### src/sit_pkg.sv
// ----------------------------------------------------------------------------
// sit_pkg - shared types and constants of the sorted interval table
// Table geometry, word layouts, op and status codes, controller handshake.
// ----------------------------------------------------------------------------
package sit_pkg;

  localparam int MAX_ENTRIES = 64;
  localparam int TIME_BITS   = 24;
  localparam int IDX_W       = $clog2(MAX_ENTRIES);
  localparam int CNT_W       = $clog2(MAX_ENTRIES + 1);

  localparam int OP_W     = 4;
  localparam int STAT_W   = 3;
  localparam int ID_W     = 32;
  localparam int COLOUR_W = 32;
  localparam int IX_W     = 6;
  localparam int COUNT_W  = 7;

  localparam logic [TIME_BITS-1:0] TIME_TOP = {TIME_BITS{1'b1}};
  localparam logic [ID_W-1:0]      ID_NULL  = '0;

  typedef enum logic [OP_W-1:0] {
    OP_INSERT     = 4'd0,
    OP_SET_START  = 4'd1,
    OP_SET_END    = 4'd2,
    OP_DELETE     = 4'd3,
    OP_FIND       = 4'd4,
    OP_GAP_AHEAD  = 4'd5,
    OP_GAP_BEHIND = 4'd6,
    OP_CHAIN      = 4'd7,
    OP_READ_ID    = 4'd8,
    OP_READ_INDEX = 4'd9,
    OP_TOTAL      = 4'd10
  } op_t;

  typedef enum logic [STAT_W-1:0] {
    ST_OK     = 3'd0,
    ST_REJECT = 3'd1,
    ST_NO_ID  = 3'd2,
    ST_FULL   = 3'd3,
    ST_NONE   = 3'd4
  } status_t;

  typedef enum logic [1:0] {
    ACT_NONE,
    ACT_INSERT,
    ACT_UPDATE,
    ACT_DELETE
  } act_t;

  typedef enum logic [3:0] {
    S_IDLE,
    S_SCAN_RD,
    S_SCAN_EV,
    S_DECIDE,
    S_UP_RD,
    S_UP_WR,
    S_DN_RD,
    S_DN_WR,
    S_WRITE,
    S_FINISH
  } fsm_t;

  typedef struct packed {
    logic [ID_W-1:0]      id;
    logic [COLOUR_W-1:0]  colour;
    logic [TIME_BITS-1:0] start;
    logic [TIME_BITS-1:0] length;
  } entry_t;

  typedef struct packed {
    logic [OP_W-1:0]      op;
    logic [TIME_BITS-1:0] at_time;
    logic [TIME_BITS-1:0] span_length;
    logic [COLOUR_W-1:0]  rgba_colour;
    logic [ID_W-1:0]      entry_id;
    logic [IX_W-1:0]      entry_index;
  } cmd_word_t;

  typedef struct packed {
    logic [STAT_W-1:0]    status;
    logic [ID_W-1:0]      result_id;
    logic [TIME_BITS-1:0] result_start;
    logic [TIME_BITS-1:0] result_length;
    logic [COLOUR_W-1:0]  result_colour;
    logic [TIME_BITS-1:0] measure;
    logic [COUNT_W-1:0]   entry_count;
  } rsp_word_t;

  typedef struct packed {
    logic start;
    logic scan_rd;
    logic scan_ev;
    logic decide;
    logic up_rd;
    logic up_wr;
    logic dn_rd;
    logic dn_wr;
    logic wr_new;
    logic finish;
  } ctl_cmd_t;

  typedef struct packed {
    logic cnt_zero;
    logic scan_last;
    act_t act;
    logic ins_shift;
    logic del_shift;
    logic up_more;
    logic dn_more;
    logic out_free;
  } ctl_sts_t;

endpackage

### src/sit_ctrl.sv
// ----------------------------------------------------------------------------
// sit_ctrl - sequencer of the interval table
// Steps scan, decision, shift, write-back and response load.
// ----------------------------------------------------------------------------
module sit_ctrl import sit_pkg::*; (
  input  logic     clk,
  input  logic     rst,
  input  logic     in_valid,
  output logic     in_ready,
  input  ctl_sts_t sts,
  output ctl_cmd_t cmd
);

  fsm_t state, state_next;

  // hold state
  always_ff @(posedge clk) begin
    if (rst) begin
      state <= S_IDLE;
    end else begin
      state <= state_next;
    end
  end

  // next state and commands
  always_comb begin
    state_next = state;
    cmd        = '0;
    in_ready   = 1'b0;
    case (state)
      S_IDLE: begin
        in_ready = 1'b1;
        if (in_valid) begin
          cmd.start  = 1'b1;
          state_next = sts.cnt_zero ? S_DECIDE : S_SCAN_RD;
        end
      end
      S_SCAN_RD: begin
        cmd.scan_rd = 1'b1;
        state_next  = S_SCAN_EV;
      end
      S_SCAN_EV: begin
        cmd.scan_ev = 1'b1;
        state_next  = sts.scan_last ? S_DECIDE : S_SCAN_RD;
      end
      S_DECIDE: begin
        cmd.decide = 1'b1;
        case (sts.act)
          ACT_INSERT: state_next = sts.ins_shift ? S_UP_RD : S_WRITE;
          ACT_UPDATE: state_next = S_WRITE;
          ACT_DELETE: state_next = sts.del_shift ? S_DN_RD : S_FINISH;
          default:    state_next = S_FINISH;
        endcase
      end
      S_UP_RD: begin
        cmd.up_rd  = 1'b1;
        state_next = S_UP_WR;
      end
      S_UP_WR: begin
        cmd.up_wr  = 1'b1;
        state_next = sts.up_more ? S_UP_RD : S_WRITE;
      end
      S_DN_RD: begin
        cmd.dn_rd  = 1'b1;
        state_next = S_DN_WR;
      end
      S_DN_WR: begin
        cmd.dn_wr  = 1'b1;
        state_next = sts.dn_more ? S_DN_RD : S_FINISH;
      end
      S_WRITE: begin
        cmd.wr_new = 1'b1;
        state_next = S_FINISH;
      end
      S_FINISH: begin
        if (sts.out_free) begin
          cmd.finish = 1'b1;
          state_next = S_IDLE;
        end
      end
      default: state_next = S_IDLE;
    endcase
  end

endmodule

### config.mk
export PLATFORM = sky130hd
export DESIGN_NAME = sit_ctrl
export DESIGN_NICKNAME = d
export VERILOG_FILES = /design/src/sit_pkg.sv /design/src/sit_ctrl.sv
export SDC_FILE = /design/constraint.sdc
export NUM_CORES = 1
export LEC_CHECK = 0
export CAP_MARGIN = 40
export CORE_UTILIZATION = 35
export DETAILED_ROUTE_END_ITERATION = 8
export DONT_BUFFER_PORTS = 1
export PLACE_DENSITY = 0.54
export SLEW_MARGIN = 20
export SYNTH_ARGS = -nofsm -noshare
export SYNTH_HDL_FRONTEND = slang
export SYNTH_SLANG_ARGS = --single-unit
### constraint.sdc
create_clock -name clk -period 1.5 [get_ports clk]
set_clock_uncertainty 0.05 [all_clocks]
set_input_delay 0 -clock clk [delete_from_list [all_inputs] [get_ports clk]]
set_output_delay 0 -clock clk [all_outputs]
set_load 0.1 [all_outputs]
Word level (Yosys, flattened, before mapping):

Index checks and enable logic that the tools add are counted.
W data, S select, Z words.

* equality and inequality tests: 14
* muxes and demuxes: 23
* reduce and logical (&&, ||, !) cells: 2

Operators with widths (number)
* $pmux W4 S10: 1
* $mux W4: 6
* $eq A4 B3 Y1 const B: 4
* $mux W1: 13
* $pmux W4 S3: 1
* $eq A4 B2 Y1 const B: 2
* $eq A4 B4 Y1 const B: 2
* $eq A2 B2 Y1 const B: 2
* $eq A4 B1 Y1 const B: 1
* $logic_not A4 Y1: 1
* $mux W2: 2
* $ne A2 B2 Y1 const B: 2
* $eq A2 B1 Y1 const B: 1
* $reduce_and A2 Y1: 1

* logic and storage cells: 40
* input port bits: 12
* register bits: 4
* output and inout bits: 11

Logic depth before layout (Yosys ltp):

Gate-level depths: netlist of run 1.

* word-level depth: 3
* mapped depth: 5
* depth with buffers taken out: 4

Worst setup path before layout of run 1:

OpenSTA, ideal clock, no wires.

* kind: reg-to-output
* from: reg state[1]
* to: out cmd[9] (netlist bit)
* data required time: 1.450 ns
* path buffers: 1
* cell stages (with the launch flop): 4
* arrival: 4.429 ns
* setup slack: -2.979 ns
* cell sequence: dfxtp_1 buf_6 nor4_1 and2_1

RTL lines
* start: declaration: line sit_ctrl.sv:14 `fsm_t state, state_next;`
* start signal: assignment: line sit_ctrl.sv:21 `state <= state_next;`
* end: declaration: line sit_ctrl.sv:11 `output ctl_cmd_t cmd`

==> results.yml, run 1 <==
run_status:
  outcome: "finished clean"
finish:
  fin_area_sq_um: 833
  top_regs: "state x4"
  n_antenna_cell: 0
  nNetsFinal: 91
  drive_gt1_frac: 0.545
  final_cell_mix: "buf_12 (8), buf_4 (8), nor3_4 (4), nor2_4 (4), nor2_1 (4)"
  top_register: "state"
  num-fill-cells: 94
  largest_register_ffs: 4
  area_delta_synth_final_pct: 77.1
route:
  ant_nets: 0
  via_per_inst: 5.56
  routed_wl_microns: 1260
  vias: 506
  dr.first_iter.drc_count: 13
  drc: 0
  wl_per_cell_microns: 13.9
  dr.pass1.iters: 4
clock_network:
  numCtsBuffers: 3
  clk_pin_slew_ns: 0.04
  htreeDepth: 1
  clock_path_buffers: 2
  post-cts-setup-buffer-count: 0
  clock_latency_ns: 0.23
  clock-sinks: 4
  root_buffer: "clkbuf_4"
  tritoncts: "yes"
sta:
  rsz0062_at_grt: "no"
  hold_viol: 0
  setup_viol: 0
  worstMarginPinSlew_ns: 0.356
  period_needed_ns: 1.44
  period_share: 0.960
  fin_hold_ws_ns: 0.0271
  slew_headroom: 0.760
  slew_viol_final: 0
  max_freq_mhz: 694
setup_path:
  crit_arrival_ns: 1.39
  worst-setup-path-type: "reg2out"
  crit_path_end_kind: "primary output"
  worstPathMaxFanout: 5
  worstPathRequired_ns: 1.45
  critPathLaunchType: "flip-flop"
synth:
  synth-seq-area-share: 0.170
  synth_cells: 57
  synth_area_leaders: "dfxtp_1 (17%), nor3_1 (6.4%), a2111oi_4 (5.9%)"
  synth_area_leader_cell: "dfxtp_1"
  synth-seq-cells: 4
  synth_area_sq_um: 470
  syn_area_per_cell_sq_um: 8.25
  ys_types: 31
  syn_nets: 69
  synth_top_area_frac: 0.170
  synth.yosys.warnings: 0
placement:
  placed_cell_area_sq_um: 769
  place_congestion: 0.806
  dp_hpwl_microns: 1080
  io_buffers: 0
grt:
  grt_pass1_vias: 520
  grt_max_degree: 14
  antenna_found_initial: 0
  grt.total_usage: 0.217
  overflow: 0
  grt_pass1_wl_microns: 2170
power_and_ir_drop:
  p_switching_uw: 447
  vdd_drop_max_mv: 0.623
  power_density_nw_per_um2: 1050
  p_seq_frac: 0.159
  finalPower_uw: 874
  internal-power_uw: 428
  p_sw_frac: 0.511
  power_frac_clock: 0.149
  pwr-share-comb: 0.691
  p_leak_uw: 0.000298
min_path:
  hold_path_class: "in2reg"
run:
  maxCapViolations: 0
floorplanning:
  core_sq_um: 1170
  start_util: 0.402
  chipWidth_microns: 38.7
  pin_count: 23
  rows: 12
  die_area_sq_um: 1490
  die_height_microns: 38.7
## cell type report
cell class / instances / area [sq um] / share of cell area
sequential: 4 / 85.1 / 0.102
multi-input combinational: 47 / 428 / 0.514
clock buffer: 3 / 22.5 / 0.0270
tap: 14 / 17.5 / 0.0210
timing repair buffer: 21 / 273 / 0.327
inverter: 2 / 7.51 / 0.00901
## synthesized netlist by cell type
cell	count
nor3_1	6
o21a_1	1
mux2i_1	2
nand2_1	2
nor4_1	1
and2_1	1
and3_4	1
and4_1	1
a2111oi_4	1
inv_1	2
nor2_4	2
buf_2	1
buf_4	1
nand3b_1	2
o21ai_0	2
nand4_1	1
nand2b_1	3
o31ai_2	1
a21oi_1	2
nor3_2	2
o22ai_1	1
mux2_2	1
or2b_1	2
nor2_2	1
o211a_1	1
buf_6	2
mux2_4	1
a211oi_1	2
dfxtp_1	4
a31oi_1	1
nor2_1	6
## logic make-up (layout without fill, tap and decap cells)
family / Yosys count / after routing / synth area share
and+or+nand+nor: 31 / 31 / 0.418
AOI/OAI and AO/OA: 12 / 12 / 0.223
buffers and inverters: 6 / 26 / 0.0904
muxes: 4 / 4 / 0.0984
DFF: 4 / 4 / 0.170
## routing by layer
metal  vias up  share of wire  track usage
li1        252              -            -
met3         0          0.057       0.0578
met5         -              0            0
met2        19           0.58        0.400
met4         0              0        0.103
met1       235           0.36        0.220
## power groups by stage
stage | clock [uW] | sequential (uW) | combinational, uW
CTS | 133 | 138 | 597
global route | 138 | 141 | 631
finish | 131 | 139 | 604
global placement | 0 | 138 | 578
detailed placement | 0 | 140 | 588
floorplan | 0 | 132 | 443
## metrics by stage
step / setup TNS [ns] / util / worst slack, ns / std cells
after floorplan: -1.77 / - / -0.621 / 57
after global placement: 0 / 0.657 / 0.136 / 85
after detailed placement: 0 / 0.657 / 0.121 / 85
after CTS: 0 / 0.702 / 0.0243 / 91
after global routing: 0 / 0.712 / 0.0111 / 91
final: 0 / 0.712 / 0.0593 / 91
## critical path, cell delays in order, from the launching register on
cell     delay [ns]
dfxtp_1        0.33
buf_4          0.17
or2b_1         0.29
nor3_4         0.17
buf_12         0.20
## worst paths after layout
kind / start / endpoint / slack [ns] / cells past startpoint
max: state[1] / cmd[5] / 0.06 / 4
min: sts[5] / state[2] / 0.03 / 3
max reg2reg: state[1] / state[0] / 0.10 / 4
min reg2reg: state[1] / state[0] / 0.61 / 3
## what timing repair did
| action | 4_1_cts | 5_1_grt |
|---|---|---|
| setup endpoints to repair | 0 | 3 |
| hold endpoints to repair | 4 | 0 |
| hold buffers | 3 | 0 |
| resized for setup | 0 | 4 |
(Power assumes the default switching activity.)
==> inputs of run 2 (changes only) <==
--- a/config.mk
+++ b/config.mk
@@ -9,7 +9,7 @@
 export CORE_UTILIZATION = 35
 export DETAILED_ROUTE_END_ITERATION = 8
 export DONT_BUFFER_PORTS = 1
-export PLACE_DENSITY = 0.54
+export PLACE_DENSITY = 0.61
 export SLEW_MARGIN = 20
 export SYNTH_ARGS = -nofsm -noshare
 export SYNTH_HDL_FRONTEND = slang
==> constraint.sdc (replaced) <==
create_clock -name clk -period 1.8 [get_ports clk]
set_clock_uncertainty 0.05 [all_clocks]
set_input_delay 0 -clock clk [delete_from_list [all_inputs] [get_ports clk]]
set_output_delay 0 -clock clk [all_outputs]
set_load 0.01 [all_outputs]
==> run 2 against run 1 <==
Non-clock buffer count shrank 15; global-route usage shrank 5.8 points; die area is the same; final cell count shrank 16%; critical path depth is the same; via count shrank 17%; combinational power shrank 70%; clock power shrank 16%; register-to-register slack gained 0.13 ns; cell area shrank 37%; worst setup slack gained 0.17 ns; critical path type is now reg2reg; largest cell class unchanged.
==> results.yml, run 2 (same netlist as run 1, synthesis figures left out) <==
clock_network:
  numCtsBuffers: 3
  root_buffer: "clkbuf_4"
  htreeDepth: 1
  tritoncts: "yes"
  post-cts-setup-buffer-count: 0
  clk_pin_slew_ns: 0.04
  clock-sinks: 4
  clock_latency_ns: 0.24
  clock_path_buffers: 2
setup_path:
  critPathSlowestCell: "dfxtp_1"
  crit_path_end_kind: "flip-flop"
  worstPathRequired_ns: 1.87
  rrSetupSlack_ns: 0.23
  worst-setup-path-type: "reg2reg"
  critPathTopFamily: "flip-flops"
  crit_buf_inv: 0
  crit_arrival_ns: 1.64
  max_stage_delay_ns: 0.56
  critPathLaunchType: "flip-flop"
  worstPathMaxFanout: 11
  crit_chain: "or2b_1 > a31oi_1 > a211oi_1 > o211a_1"
finish:
  top_register: "state"
  final_util: 0.451
  n_antenna_cell: 0
  area_delta_synth_final_pct: 12.2
  final_cell_mix: "nor3_1 (6), nor2_1 (6), dfxtp_1 (4)"
  drive_gt1_frac: 0.258
  top_regs: "state x4"
  nNetsFinal: 76
  num-fill-cells: 120
  largest_register_ffs: 4
sta:
  slew_headroom: 0.726
  period_needed_ns: 1.57
  fin_hold_ws_ns: 0.0485
  worstMarginPinSlew_ns: 0.410
  tns_ns: 0
  slew_viol_final: 0
  setup_viol: 0
  hold_viol: 0
  rsz0062_at_grt: "no"
  max_freq_mhz: 638
  period_share: 0.871
placement:
  place_congestion: 0.785
  dp_hpwl_microns: 781
  io_buffers: 0
power_and_ir_drop:
  power_density_nw_per_um2: 791
  finalPower_uw: 417
  p_leak_uw: 0.000186
  vdd_drop_max_mv: 0.520
run_status:
  outcome: "finished clean"
floorplanning:
  core_sq_um: 1170
  pin_count: 23
  rows: 12
  die_height_microns: 38.7
  die_area_sq_um: 1490
  chipWidth_microns: 38.7
  start_util: 0.402
grt:
  grt.total_usage: 0.159
  grt_max_degree: 14
  overflow: 0
  antenna_found_initial: 0
  grt_pass1_vias: 386
  grt_pass1_wl_microns: 1590
route:
  vias: 422
  dr.pass1.iters: 4
  wl_per_cell_microns: 13.6
  drc: 0
  ant_nets: 0
  dr.first_iter.drc_count: 11
  via_per_inst: 5.55
  routed_wl_microns: 1040
run:
  maxCapViolations: 0
min_path:
  hold_path_class: "in2reg"
-- run 2: power by group --
| group | switching (uW) | internal (uW) | leakage [uW] |
|---|---|---|---|
| logic | 97.5 | 86.8 | 0.000139 |
| clock network | 35.6 | 74.5 | 0.0000138 |
| registers | 23.3 | 99.7 | 0.0000327 |
| total | 156 | 261 | 0.000186 |
-- run 2: area by class of cell --
class | count | area [sq um] | area share
flip-flops and latches | 4 | 80.1 | 0.152
well taps | 14 | 17.5 | 0.0332
repair buffers | 6 | 52.6 | 0.0995
multi-input cells | 47 | 348 | 0.659
inverters | 2 | 7.51 | 0.0142
clock buffers | 3 | 22.5 | 0.0427
-- run 2: routing by layer --
metal  global-route usage  routed length, microns  up-vias
met5                    0                       0        -
met1                0.211                     484      184
li1                     -                       -      221
met4               0.0259                       0        0
met2                0.233                     462       17
met3               0.0751                      89        0
-- run 2: path summary, 6_finish.rpt --
kind	startpoint	end	cells after the start
worst max register to register	state[1]	state[1]	4
worst max-delay path	state[1]	state[1]	4
worst min-delay path	sts[5]	state[3]	3
worst min register to register	state[3]	state[0]	3
-- run 2: worst min-delay path, cell delays in order --
cell and delay (ns):
nand2_1 0.06, a211oi_1 0.09, a21oi_1 0.14
-- run 2: repair_timing --
action | in CTS | in global routing
endpoints found under the hold margin | 4 | 0
setup endpoints to repair | 0 | 0
hold buffers | 3 | 0
resized for setup | 0 | 0
-- run 2: per-stage QoR --
stage          worst slack (ns)  cells  area, sq um
6_report                  0.232     76          528
3_5_place_dp              0.269     70          475
4_1_cts                   0.259     76          528
2_1_floorplan             0.532     57          470
3_3_place_gp              0.283     70          475
5_1_grt                   0.134     76          528
==> inputs of run 3 (changes only) <==
==> constraint.sdc (replaced) <==
create_clock -name clk -period 1.8 [get_ports clk]
set_clock_uncertainty 0.05 [all_clocks]
set_input_delay 0.36 -clock clk [delete_from_list [all_inputs] [get_ports clk]]
set_output_delay 0.36 -clock clk [all_outputs]
set_load 0.01 [all_outputs]
==> run 3 against run 2 <==
Fmax fell by 9.4%; non-clock buffer count down 2; largest power group unchanged; global-route usage hardly changed; register-to-register slack improved by 0.07 ns.
==> results.yml, run 3 (same netlist as run 1, synthesis figures left out) <==
floorplanning:
  die_height_microns: 38.7
  rows: 12
  core_sq_um: 1170
  chipWidth_microns: 38.7
  start_util: 0.402
  pin_count: 23
  die_area_sq_um: 1490
grt:
  grt_pass1_vias: 377
  grt_pass1_wl_microns: 1570
  antenna_found_initial: 0
  grt_max_degree: 15
  overflow: 0
  grt.total_usage: 0.159
sta:
  rsz0062_at_grt: "no"
  period_needed_ns: 1.73
  tns_ns: 0
  period_share: 0.961
  fin_hold_ws_ns: 0.144
  worstMarginPinSlew_ns: 0.366
  slew_viol_final: 0
  slew_headroom: 0.754
  setup_viol: 0
  max_freq_mhz: 578
  hold_viol: 0
min_path:
  hold_path_class: "in2reg"
  whs_endpoint: "state[3]"
  min_from: "rst"
  hold_depth: 1
finish:
  top_register: "state"
  area_delta_synth_final_pct: 9.04
  nNetsFinal: 74
  num-fill-cells: 125
  top_regs: "state x4"
  drive_gt1_frac: 0.333
  fin_area_sq_um: 513
  n_antenna_cell: 0
  final_cell_mix: "nor2_1 (6), nor3_1 (5), buf_4 (4)"
  largest_register_ffs: 4
  final_common_cell: "nor2_1"
clock_network:
  numCtsBuffers: 3
  clock_path_buffers: 2
  clock-sinks: 4
  postCtsHoldBufs: 0
  root_buffer: "clkbuf_4"
  tritoncts: "yes"
  clock_latency_ns: 0.24
  htreeDepth: 1
  post-cts-setup-buffer-count: 0
  clk_pin_slew_ns: 0.04
route:
  via_per_inst: 5.55
  routed_wl_microns: 1070
  dr.pass1.iters: 2
  vias: 411
  drc: 0
  wl_per_cell_microns: 14.5
  dr.first_iter.drc_count: 4
  ant_nets: 0
setup_path:
  crit_buf_inv: 1
  worst-setup-path-type: "reg2out"
  crit_chain: "buf_4 > or2b_1 > nor3_1"
  critPathSlowestCell: "dfxtp_1"
  r2r_cells: 4
  crit_arrival_ns: 1.32
  r2r_start: "state[1]"
  worstPathMaxFanout: 7
  critPathTopFamily: "simple AND/OR/NAND/NOR gates"
  crit_path_end_kind: "primary output"
  timing.rr.end: "state[1]"
  critPathLaunchType: "flip-flop"
  max_stage_delay_ns: 0.38
  worstPathRequired_ns: 1.39
  rrSetupSlack_ns: 0.30
placement:
  place_congestion: 0.808
  placed_cell_area_sq_um: 483
  io_buffers: 0
power_and_ir_drop:
  power_density_nw_per_um2: 830
  vdd_drop_max_mv: 0.441
  p_leak_uw: 0.000182
run_status:
  outcome: "finished clean"
run:
  maxCapViolations: 0
==> run 3: worst register-to-register path, delay by kind of cell, from the launching register on <==
family	cells	cell delay, ns
and+or+nand+nor	1	0.35
AOI/OAI and AO/OA	3	0.52
DFF	1	0.47
==> run 3: power breakdown <==
group	internal, uW	total [uW]	switching [uW]	leakage (uW)
Sequential	101	131	30.6	0.0000335
Clock	74.6	112	37.6	0.0000138
Combinational	88.2	182	94.1	0.000135
Total	264	426	162	0.000182
==> run 3: area by class of cell <==
| type | instances | area [sq um] | share of cell area |
|---|---|---|---|
| Tap cell | 14 | 17.5 | 0.0341 |
| Clock buffer | 3 | 22.5 | 0.0439 |
| Timing Repair Buffer | 4 | 30.0 | 0.0585 |
| Inverter | 2 | 7.51 | 0.0146 |
| Multi-Input combinational cell | 47 | 353 | 0.688 |
| Sequential cell | 4 | 82.6 | 0.161 |
==> run 3: metrics by stage <==
| stage | cells | util | worst slack [ns] | total power, uW |
|---|---|---|---|---|
| 6_report | 74 | 0.438 | 0.0698 | 426 |
| 5_1_grt | 74 | 0.438 | 0.00472 | 458 |
| 4_1_cts | 74 | 0.432 | 0.0120 | 429 |
| 3_5_place_dp | 71 | 0.412 | 0.266 | 312 |
| 3_3_place_gp | 71 | 0.412 | 0.251 | 309 |
| 2_1_floorplan | 57 | - | 0.210 | 275 |
==> run 3: timing repair <==
action / in CTS / in global routing
hold endpoints to repair: 0 / 0
gates resized for setup: 0 / 3
endpoints found under the setup margin: 0 / 7
==> run 3: worst max-delay path by stage <==
stage | start | endpoint | depth (start not counted)
final | state[1] | cmd[5] | 3
after global routing | state[1] | cmd[5] | 3
after CTS | state[2] | cmd[5] | 2
after detailed placement | state[2] | cmd[5] | 2
after global placement | state[1] | cmd[7] | 2
after floorplan | state[2] | cmd[9] | 3
==> run 3: metal layers <==
| layer | part of all wire | track usage | vias to the layer above |
|---|---|---|---|
| met2 | 0.45 | 0.258 | 18 |
| li1 | - | - | 218 |
| met4 | 0 | 0.0517 | 0 |
| met3 | 0.087 | 0.0809 | 0 |
| met1 | 0.46 | 0.177 | 175 |
| met5 | 0 | 0 | - |
